--- src/hw/rtl/csc_pkg.sv ---
// Constants and the arctangent table shared by the CORDIC sine/cosine pipeline.
package csc_pkg;

  // Largest arctangent table and the default number of rotation stages
  localparam int ATAN_ENTRIES_MAX = 16;
  localparam int ATAN_ENTRIES_DEF = 16;

  // Iteration count register
  localparam int          ITER_W     = 5;
  localparam logic [4:0]  ITER_RESET = 5'd16;

  // Range reduction: bias that makes any 16-bit angle non-negative, a multiple of 360
  localparam int          RED_W      = 17;
  localparam logic [16:0] DEG_BIAS   = 17'd33120;
  localparam logic [16:0] DEG_TURN   = 17'd360;
  localparam int          RED_STEPS  = 8;
  localparam int          RED_STAGES = 4;

  // Degrees to binary angle: floor(m * 1024 / 45) = (m * RECIP_45) >> RECIP_SHIFT
  localparam int          PROD_W      = 25;
  localparam logic [24:0] RECIP_45    = 25'd372828;
  localparam int          RECIP_SHIFT = 14;

  // Starting x of the rotation (gain-compensated unit vector)
  localparam logic signed [15:0] X_INIT = 16'sh4DBA;

  // Fold marks carried down the pipeline
  typedef struct packed {
    logic oct_pos;
    logic oct_neg;
    logic quad_neg;
  } fold_ctrl_t;

  // Arctangent of 2^-i as a binary angle, 0x4000 = 45 degrees
  function automatic logic [15:0] atan_step(input logic [3:0] idx);
    logic [15:0] val;
    case (idx)
      4'd0:    val = 16'h4000;
      4'd1:    val = 16'h25C8;
      4'd2:    val = 16'h13F6;
      4'd3:    val = 16'h0A22;
      4'd4:    val = 16'h0516;
      4'd5:    val = 16'h028B;
      4'd6:    val = 16'h0145;
      4'd7:    val = 16'h00A2;
      4'd8:    val = 16'h0051;
      4'd9:    val = 16'h0029;
      4'd10:   val = 16'h0014;
      4'd11:   val = 16'h000A;
      4'd12:   val = 16'h0005;
      4'd13:   val = 16'h0003;
      4'd14:   val = 16'h0002;
      default: val = 16'h0001;
    endcase
    return val;
  endfunction

endpackage

--- src/hw/rtl/cordic_sine_cosine.sv ---
// Pipelined CORDIC sine/cosine of an integer angle in degrees, Q15 results.
//
//  channel | ports                           | handshake
//  --------+---------------------------------+----------------------------------
//  request | start, busy, in_angle           | taken when start && !busy
//  result  | out_valid, out_sine, out_cosine | one-cycle strobe, no back-pressure
//  config  | cfg_we, cfg_wdata               | written when cfg_we
//
//  A request enters every cycle; busy stays low. On its way to the result a request
//  passes one input register, four modulo-360 stages, one fold stage, one multiply,
//  one target stage, one rotation stage per table entry and the output register.
//  Reset clears the valid bits and sets the iteration count to 16. The receiver
//  cannot stall, so nothing is held.
module cordic_sine_cosine
  import csc_pkg::*;
#(
  parameter int ANGLE_TABLE_ENTRIES = ATAN_ENTRIES_DEF
) (
  input  logic               clk,
  input  logic               rst_n,
  input  logic               start,
  output logic               busy,
  input  logic signed [15:0] in_angle,
  output logic               out_valid,
  output logic signed [15:0] out_sine,
  output logic signed [15:0] out_cosine,
  input  logic               cfg_we,
  input  logic [ITER_W-1:0]  cfg_wdata
);

  localparam int NS = ANGLE_TABLE_ENTRIES;

  // Configuration register
  logic [ITER_W-1:0] iter_r;
  logic [ITER_W-1:0] iter_eff;

  always_ff @(posedge clk) begin
    if (!rst_n) begin
      iter_r <= ITER_RESET;
    end else if (cfg_we) begin
      iter_r <= cfg_wdata;
    end
  end

  // Clip the step count to the table size
  assign iter_eff = (iter_r > ITER_W'(NS)) ? ITER_W'(NS) : iter_r;

  assign busy = 1'b0;

  // Range reduction pipeline: entry register plus four stages of two steps
  logic             red_vld_r [0:RED_STAGES];
  logic [RED_W-1:0] red_u_r   [0:RED_STAGES];
  logic             red_neg_r [0:RED_STAGES];

  // Bias the angle so it is non-negative and keeps its residue mod 360
  always_ff @(posedge clk) begin
    if (!rst_n) begin
      red_vld_r[0] <= 1'b0;
    end else begin
      red_vld_r[0] <= start;
    end
    red_u_r[0]   <= {in_angle[15], in_angle} + DEG_BIAS;
    red_neg_r[0] <= in_angle[15];
  end

  for (genvar j = 0; j < RED_STAGES; j++) begin : g_red
    localparam int K_HI = RED_STEPS - 1 - 2 * j;
    localparam int K_LO = RED_STEPS - 2 - 2 * j;
    logic [RED_W-1:0] u_a;
    logic [RED_W-1:0] u_b;

    // Subtract 360 * 2^k where it fits, two k per stage
    always_comb begin
      u_a = (red_u_r[j] >= (DEG_TURN << K_HI)) ? red_u_r[j] - (DEG_TURN << K_HI)
                                                : red_u_r[j];
      u_b = (u_a >= (DEG_TURN << K_LO)) ? u_a - (DEG_TURN << K_LO) : u_a;
    end

    always_ff @(posedge clk) begin
      if (!rst_n) begin
        red_vld_r[j+1] <= 1'b0;
      end else begin
        red_vld_r[j+1] <= red_vld_r[j];
      end
      red_u_r[j+1]   <= u_b;
      red_neg_r[j+1] <= red_neg_r[j];
    end
  end

  // Fold stage: map to -180..180, then quadrant and octant fold to -45..45
  logic [8:0]        res;
  logic signed [9:0] t_a;
  logic signed [9:0] t_b;
  logic signed [9:0] t_c;
  logic signed [9:0] t_abs;
  fold_ctrl_t        fold_nxt;

  always_comb begin
    res      = red_u_r[RED_STAGES][8:0];
    fold_nxt = '0;
    if (res > 9'd180) begin
      t_a = $signed({1'b0, res}) - 10'sd360;
    end else if (res == 9'd180) begin
      t_a = red_neg_r[RED_STAGES] ? -10'sd180 : 10'sd180;
    end else begin
      t_a = $signed({1'b0, res});
    end
    if (t_a < -10'sd90) begin
      t_b               = t_a + 10'sd180;
      fold_nxt.quad_neg = 1'b1;
    end else if (t_a > 10'sd90) begin
      t_b               = t_a - 10'sd180;
      fold_nxt.quad_neg = 1'b1;
    end else begin
      t_b = t_a;
    end
    if (t_b < -10'sd45) begin
      t_c              = t_b + 10'sd90;
      fold_nxt.oct_neg = 1'b1;
    end else if (t_b > 10'sd45) begin
      t_c              = t_b - 10'sd90;
      fold_nxt.oct_pos = 1'b1;
    end else begin
      t_c = t_b;
    end
    t_abs = t_c[9] ? -t_c : t_c;
  end

  logic       fold_vld_r;
  logic [5:0] fold_mag_r;
  logic       fold_neg_r;
  fold_ctrl_t fold_ctrl_r;

  always_ff @(posedge clk) begin
    if (!rst_n) begin
      fold_vld_r <= 1'b0;
    end else begin
      fold_vld_r <= red_vld_r[RED_STAGES];
    end
    fold_mag_r  <= t_abs[5:0];
    fold_neg_r  <= t_c[9];
    fold_ctrl_r <= fold_nxt;
  end

  // Multiply stage: degrees times the reciprocal of 45
  logic              mul_vld_r;
  logic [PROD_W-1:0] mul_prod_r;
  logic              mul_neg_r;
  fold_ctrl_t        mul_ctrl_r;

  always_ff @(posedge clk) begin
    if (!rst_n) begin
      mul_vld_r <= 1'b0;
    end else begin
      mul_vld_r <= fold_vld_r;
    end
    mul_prod_r <= PROD_W'(fold_mag_r) * RECIP_45;
    mul_neg_r  <= fold_neg_r;
    mul_ctrl_r <= fold_ctrl_r;
  end

  // Rotation pipeline, index 0 is the target stage
  logic               rot_vld_r  [0:NS];
  logic signed [15:0] rot_x_r    [0:NS];
  logic signed [15:0] rot_y_r    [0:NS];
  logic signed [15:0] rot_s_r    [0:NS];
  logic signed [15:0] rot_tgt_r  [0:NS];
  fold_ctrl_t         rot_ctrl_r [0:NS];

  // Target stage: binary angle with the sign of the folded angle
  logic [15:0] tgt_mag;

  assign tgt_mag = {1'b0, mul_prod_r[PROD_W-1:RECIP_SHIFT], 4'b0000};

  always_ff @(posedge clk) begin
    if (!rst_n) begin
      rot_vld_r[0] <= 1'b0;
    end else begin
      rot_vld_r[0] <= mul_vld_r;
    end
    rot_x_r[0]    <= X_INIT;
    rot_y_r[0]    <= '0;
    rot_s_r[0]    <= '0;
    rot_tgt_r[0]  <= mul_neg_r ? -$signed(tgt_mag) : $signed(tgt_mag);
    rot_ctrl_r[0] <= mul_ctrl_r;
  end

  for (genvar i = 0; i < NS; i++) begin : g_rot
    logic signed [17:0] diff;
    logic signed [15:0] x_sh;
    logic signed [15:0] y_sh;
    logic [15:0]        atan_val;
    logic signed [15:0] x_nxt;
    logic signed [15:0] y_nxt;
    logic signed [15:0] s_nxt;

    // Rotate toward the target when this step is enabled, else pass through
    always_comb begin
      diff     = 18'(rot_tgt_r[i]) - 18'(rot_s_r[i]);
      x_sh     = rot_x_r[i] >>> i;
      y_sh     = rot_y_r[i] >>> i;
      atan_val = atan_step(4'(i));
      if (ITER_W'(i) >= iter_eff) begin
        x_nxt = rot_x_r[i];
        y_nxt = rot_y_r[i];
        s_nxt = rot_s_r[i];
      end else if (diff > 18'sd0) begin
        x_nxt = rot_x_r[i] - y_sh;
        y_nxt = rot_y_r[i] + x_sh;
        s_nxt = rot_s_r[i] + $signed(atan_val);
      end else begin
        x_nxt = rot_x_r[i] + y_sh;
        y_nxt = rot_y_r[i] - x_sh;
        s_nxt = rot_s_r[i] - $signed(atan_val);
      end
    end

    always_ff @(posedge clk) begin
      if (!rst_n) begin
        rot_vld_r[i+1] <= 1'b0;
      end else begin
        rot_vld_r[i+1] <= rot_vld_r[i];
      end
      rot_x_r[i+1]    <= x_nxt;
      rot_y_r[i+1]    <= y_nxt;
      rot_s_r[i+1]    <= s_nxt;
      rot_tgt_r[i+1]  <= rot_tgt_r[i];
      rot_ctrl_r[i+1] <= rot_ctrl_r[i];
    end
  end

  // Output fix-up: non-negative cosine, then octant swap and quadrant negate
  logic signed [15:0] fx_x;
  logic signed [15:0] fx_s;
  logic signed [15:0] fx_c;
  logic signed [15:0] sine_nxt;
  logic signed [15:0] cosine_nxt;
  fold_ctrl_t         fx_ctrl;

  always_comb begin
    fx_ctrl = rot_ctrl_r[NS];
    fx_x    = rot_x_r[NS][15] ? -rot_x_r[NS] : rot_x_r[NS];
    if (fx_ctrl.oct_pos) begin
      fx_s = fx_x;
      fx_c = -rot_y_r[NS];
    end else if (fx_ctrl.oct_neg) begin
      fx_s = -fx_x;
      fx_c = rot_y_r[NS];
    end else begin
      fx_s = rot_y_r[NS];
      fx_c = fx_x;
    end
    sine_nxt   = fx_ctrl.quad_neg ? -fx_s : fx_s;
    cosine_nxt = fx_ctrl.quad_neg ? -fx_c : fx_c;
  end

  logic               out_valid_r;
  logic signed [15:0] out_sine_r;
  logic signed [15:0] out_cosine_r;

  always_ff @(posedge clk) begin
    if (!rst_n) begin
      out_valid_r <= 1'b0;
    end else begin
      out_valid_r <= rot_vld_r[NS];
    end
    out_sine_r   <= sine_nxt;
    out_cosine_r <= cosine_nxt;
  end

  assign out_valid  = out_valid_r;
  assign out_sine   = out_sine_r;
  assign out_cosine = out_cosine_r;

endmodule
--- config.mk ---
export PLATFORM = sky130hd
export DESIGN_NAME = cordic_sine_cosine
export DESIGN_NICKNAME = d
export VERILOG_FILES = /design/src/hw/rtl/csc_pkg.sv /design/src/hw/rtl/cordic_sine_cosine.sv
export SDC_FILE = /design/constraint.sdc
export NUM_CORES = 2
export LEC_CHECK = 0
export ABC_AREA = 1
export ABC_CLOCK_PERIOD_IN_PS = 6050
export BUFFER_PORTS_ARGS = -buffer_cell sky130_fd_sc_hd__buf_4
export CAP_MARGIN = 40
export CORE_MARGIN = 2
export CORE_UTILIZATION = 40
export CTS_CLUSTER_SIZE = 24
export DETAILED_ROUTE_END_ITERATION = 8
export GPL_TIMING_DRIVEN = 0
export SKIP_LAST_GASP = 1
export SYNTH_ARGS = -nofsm -noshare
export SYNTH_HDL_FRONTEND = slang
export SYNTH_SLANG_ARGS = --single-unit
--- constraint.sdc ---
create_clock -name clk -period 6.05 [get_ports clk]
set_input_delay 1.815 -clock clk [delete_from_list [all_inputs] [get_ports clk]]
set_output_delay 1.815 -clock clk [all_outputs]
set_load 0.005 [all_outputs]
==> summary.md <==
The post-route met1 wirelength is 86.5 mm. For the total track usage, the log shows 21.2%. Counting stages on the worst path, the most repeated cell is sky130_fd_sc_hd__nor2_1. Capturing point of the worst reg2reg path: rot_y_r[0][188].

Sequential cells were found to cover 30.8% of the synthesized design area. At the worst endpoint, the required time is 6.68 ns. The run gives 60800 as the number of global-route vias before repair.

The logs give 40.3% for the worst slew margin relative to its limit and 6.26 ns for the data arrival time at the worst-slack endpoint. For the starting density of the core, the log shows 40.2%. From synthesis to final layout, the design area changed by 12.2%. The tools report the sink count of the clock tree as 1103.

The worst setup path is captured at a flop. The global-route congestion overflow total is 0. Of all nets on the critical path, the largest fanout is 10. In the layout the commonest cells are sky130_fd_sc_hd__nand2_1 (1993), sky130_fd_sc_hd__inv_1 (1285), sky130_fd_sc_hd__dfxtp_1 (1098).

The run gives 0 as the max-slew violation count. The number of failing setup endpoints in the final timing report came out at 0. Entering global routing, the biggest net connects 23 pins. The logs give 0 for the reported max-cap violation count and 158 mm for the detailed placement HPWL.

TritonCTS built the clock tree. Root buffer cell: sky130_fd_sc_hd__clkbuf_16. The synthesized design contains 0 enable-type register cells. The most used flip-flop cell after synthesis is sky130_fd_sc_hd__dfxtp_1.

Slowest cell on the critical path: sky130_fd_sc_hd__ha_1. The run finished with clean final reports. In this run the register-to-register setup slack is 0.43 ns. The floorplan has 155 rows.

The floorplan die area came out at 182000 um^2. After detailed routing, the number of vias per cell comes to 5.10. Detailed routing placed a total of 94.8 mm of wire on met2.

The run gives 313 mm as the first-pass GRT wire length. The remaining routing DRC violations was 0; the total instance count after detailed placement was 12200. The height of the die was 427 um. Synthesis produced a netlist whose cell count is 9723.

The number of cells on the worst reg-to-reg path is 40. The post-synthesis cell type count is 72. The tools report the number of I/O pins as 59. The netlist area before placement came out at 71600 um^2. The proportion of synthesized flip-flops having asynchronous set or reset is 0%. The routed via count is 63300. The startpoint class of the critical path was a flop. The per-cell routed wire length was 15.8 um; the number of nets in the layout was 10900. The H-tree was split into 4 levels. The critical path is of the reg -> reg type. The tools report the initial antenna violation count as 3. Following the worst setup path forward leads to its endpoint at rot_y_r[0][188]. For this run, the number of Yosys warnings is 0. The number of nets handed over by synthesis was 10700. The highest metal layer used by the detailed router was met4.

The longest clock path from root to sink contains 3 buffers. The congestion estimate from routability-driven global placement came to 0.894. The number of clock buffers inserted by TritonCTS is 130, and the amount of wire on met3 after detailed routing is 7.69 mm.

Clock latency on the worst-skew pair, taken at its later pin, is 0.80 ns. Timing would allow up to 178 MHz. The measured slew at the worst slew-check pin came out at 0.892 ns.

On the worst path, the slowest cell contributes a delay of 0.36 ns. The minimum clock period works out to 5.62 ns. Most frequent standard cell in the layout excluding fill and tap cells: sky130_fd_sc_hd__nand2_1. After clock tree synthesis, the clock-pin slew on the worst setup and hold paths is 0.06 ns. The number of failing hold endpoints at the final stage was 0; the floorplan die width was 427 um. The sum of routed wire length over all layers came out at 196 mm.

The tools report the beginning of the critical path as rot_s_r[0][168]. The final clock period utilization by the worst path was 92.9%. Setup repair after global routing could not meet its margin everywhere.

The floorplan step defined a core boundary enclosing 178000 um^2. The startpoint identified for the worst hold timing path is rot_tgt_r[0][31]. During placement, the flow inserted port buffers numbering 56. The first TritonRoute pass finished after 6 iterations. The synthesized area divided by synthesized cell count came out at 7.36 um^2. Worst hold-check path type: reg -> reg. Across the routed clock network, the largest skew measured is 0.0372 ns.

After the flow finishes, the layout carries non-filler instances totaling 12400. In this run the remaining antenna-violating nets after routing total 0. The fraction of layout cells with a size suffix above 1 works out to 5.45%. The run gives 3599 as the initial DRC count. The worst register-to-register path begins at rot_s_r[0][168]. Synthesis inferred 1103 register bits.
metal layers:
metal	up-vias	track usage [%]
met2	1289	37.4
met3	342	2.48
met5	-	0
met1	29000	25.9
met4	0	8.81
li1	32600	-
cells by family after synthesis:
kind of cell | count (synthesis) | synth area share (%)
and+or+nand+nor | 3424 | 20.0
AOI/OAI and AO/OA | 2060 | 15.6
buffers and inverters | 1496 | 7.89
DFF | 1103 | 30.8
adders and majority gates | 949 | 17.2
xor gates and xnor gates | 686 | 8.39
muxes | 4 | 0.0594
other | 1 | 0.00524
final cells by class:
class / instances / area [um^2]
clock buffers: 170 / 3660
inverters: 1319 / 4990
multi-input cells: 7125 / 44300
plain buffers: 172 / 733
fillers: 17900 / 97900
repair buffers: 108 / 921
diodes: 6 / 15.0
well taps: 2355 / 2950
flip-flops and latches: 1103 / 22100
clock inverters: 58 / 729
state kept, by name (all words and copies together), names as in the netlist, 6 cells and up:
signal and count:
rot_y_r 241, rot_s_r 210, rot_x_r 240, red_u_r 77, rot_tgt_r 192, rot_vld_r 17
fold_mag_r 6, out_sine 16, rot_ctrl_r 51, out_cosine 16, mul_prod_r 11
worst min path at each step:
stage	end	slack [ns]	depth (start not counted)
6_report	rot_tgt_r[0][47]	0.32	0
5_1_grt	rot_ctrl_r[0][11]	0.33	0
4_1_cts	rot_tgt_r[0][47]	0.32	0
3_5_place_dp	rot_ctrl_r[0][50]	0.31	0
3_3_place_gp	rot_ctrl_r[0][50]	0.31	0
2_1_floorplan	mul_ctrl_r[0]	0.31	0
cell usage after synthesis, types with 19 or more instances:
cell,instances,area [um^2]
sky130_fd_sc_hd__o21bai_1,46,345
sky130_fd_sc_hd__nor2_1,615,2310
sky130_fd_sc_hd__a21oi_1,775,3880
sky130_fd_sc_hd__o31ai_1,43,323
sky130_fd_sc_hd__xor2_1,449,3930
sky130_fd_sc_hd__nor3_1,108,541
sky130_fd_sc_hd__nor4_1,46,288
sky130_fd_sc_hd__nand2_1,2006,7530
sky130_fd_sc_hd__dfxtp_1,1103,22100
sky130_fd_sc_hd__o21ai_0,928,4640
sky130_fd_sc_hd__nand3b_1,28,210
sky130_fd_sc_hd__xnor2_1,237,2080
sky130_fd_sc_hd__or2_2,46,288
sky130_fd_sc_hd__ha_1,889,11100
sky130_fd_sc_hd__clkbuf_1,158,593
sky130_fd_sc_hd__inv_1,1291,4850
sky130_fd_sc_hd__a21o_1,48,360
sky130_fd_sc_hd__nand2_2,19,119
sky130_fd_sc_hd__a31oi_1,60,375
sky130_fd_sc_hd__a211oi_1,28,210
sky130_fd_sc_hd__nand4_1,73,457
sky130_fd_sc_hd__o22ai_1,47,294
sky130_fd_sc_hd__nand3_1,432,2160
sky130_fd_sc_hd__fa_1,60,1200
worst max-delay path: cells and delay by family (launching register included):
kind	cells	cell delay [ns]
buf+inv	5	0.56
flops	1	0.34
compound gates	11	1.56
xor+xnor	1	0.14
fa+ha+maj	2	0.68
simple gates	21	2.17
stage by stage:
stage,TNS (ns),cell area (um^2),setup WS [ns],hold WS (ns),util [%]
after floorplan,0,71600,0.479,0.310,-
after global placement,-23.63,75000,-1.00,0.312,42.1
after detailed placement,-11.44,75200,-0.933,0.312,42.2
after CTS,-0.146,79700,-0.146,0.316,44.7
after global routing,-0.146,80400,-0.0887,0.327,45.1
final,0,80400,0.429,0.318,45.1
repair_timing:
action / CTS / global route
setup buffers: 5 / 29
resized for setup: 38 / 178
gates cloned: 0 / 2
endpoints found under the setup margin: 53 / 109
pin swaps: 1 / 13
hold buffers: 0 / 0
Power is not shown: default switching activity piles up to over one toggle a cycle in this logic, so the estimate is an artifact.
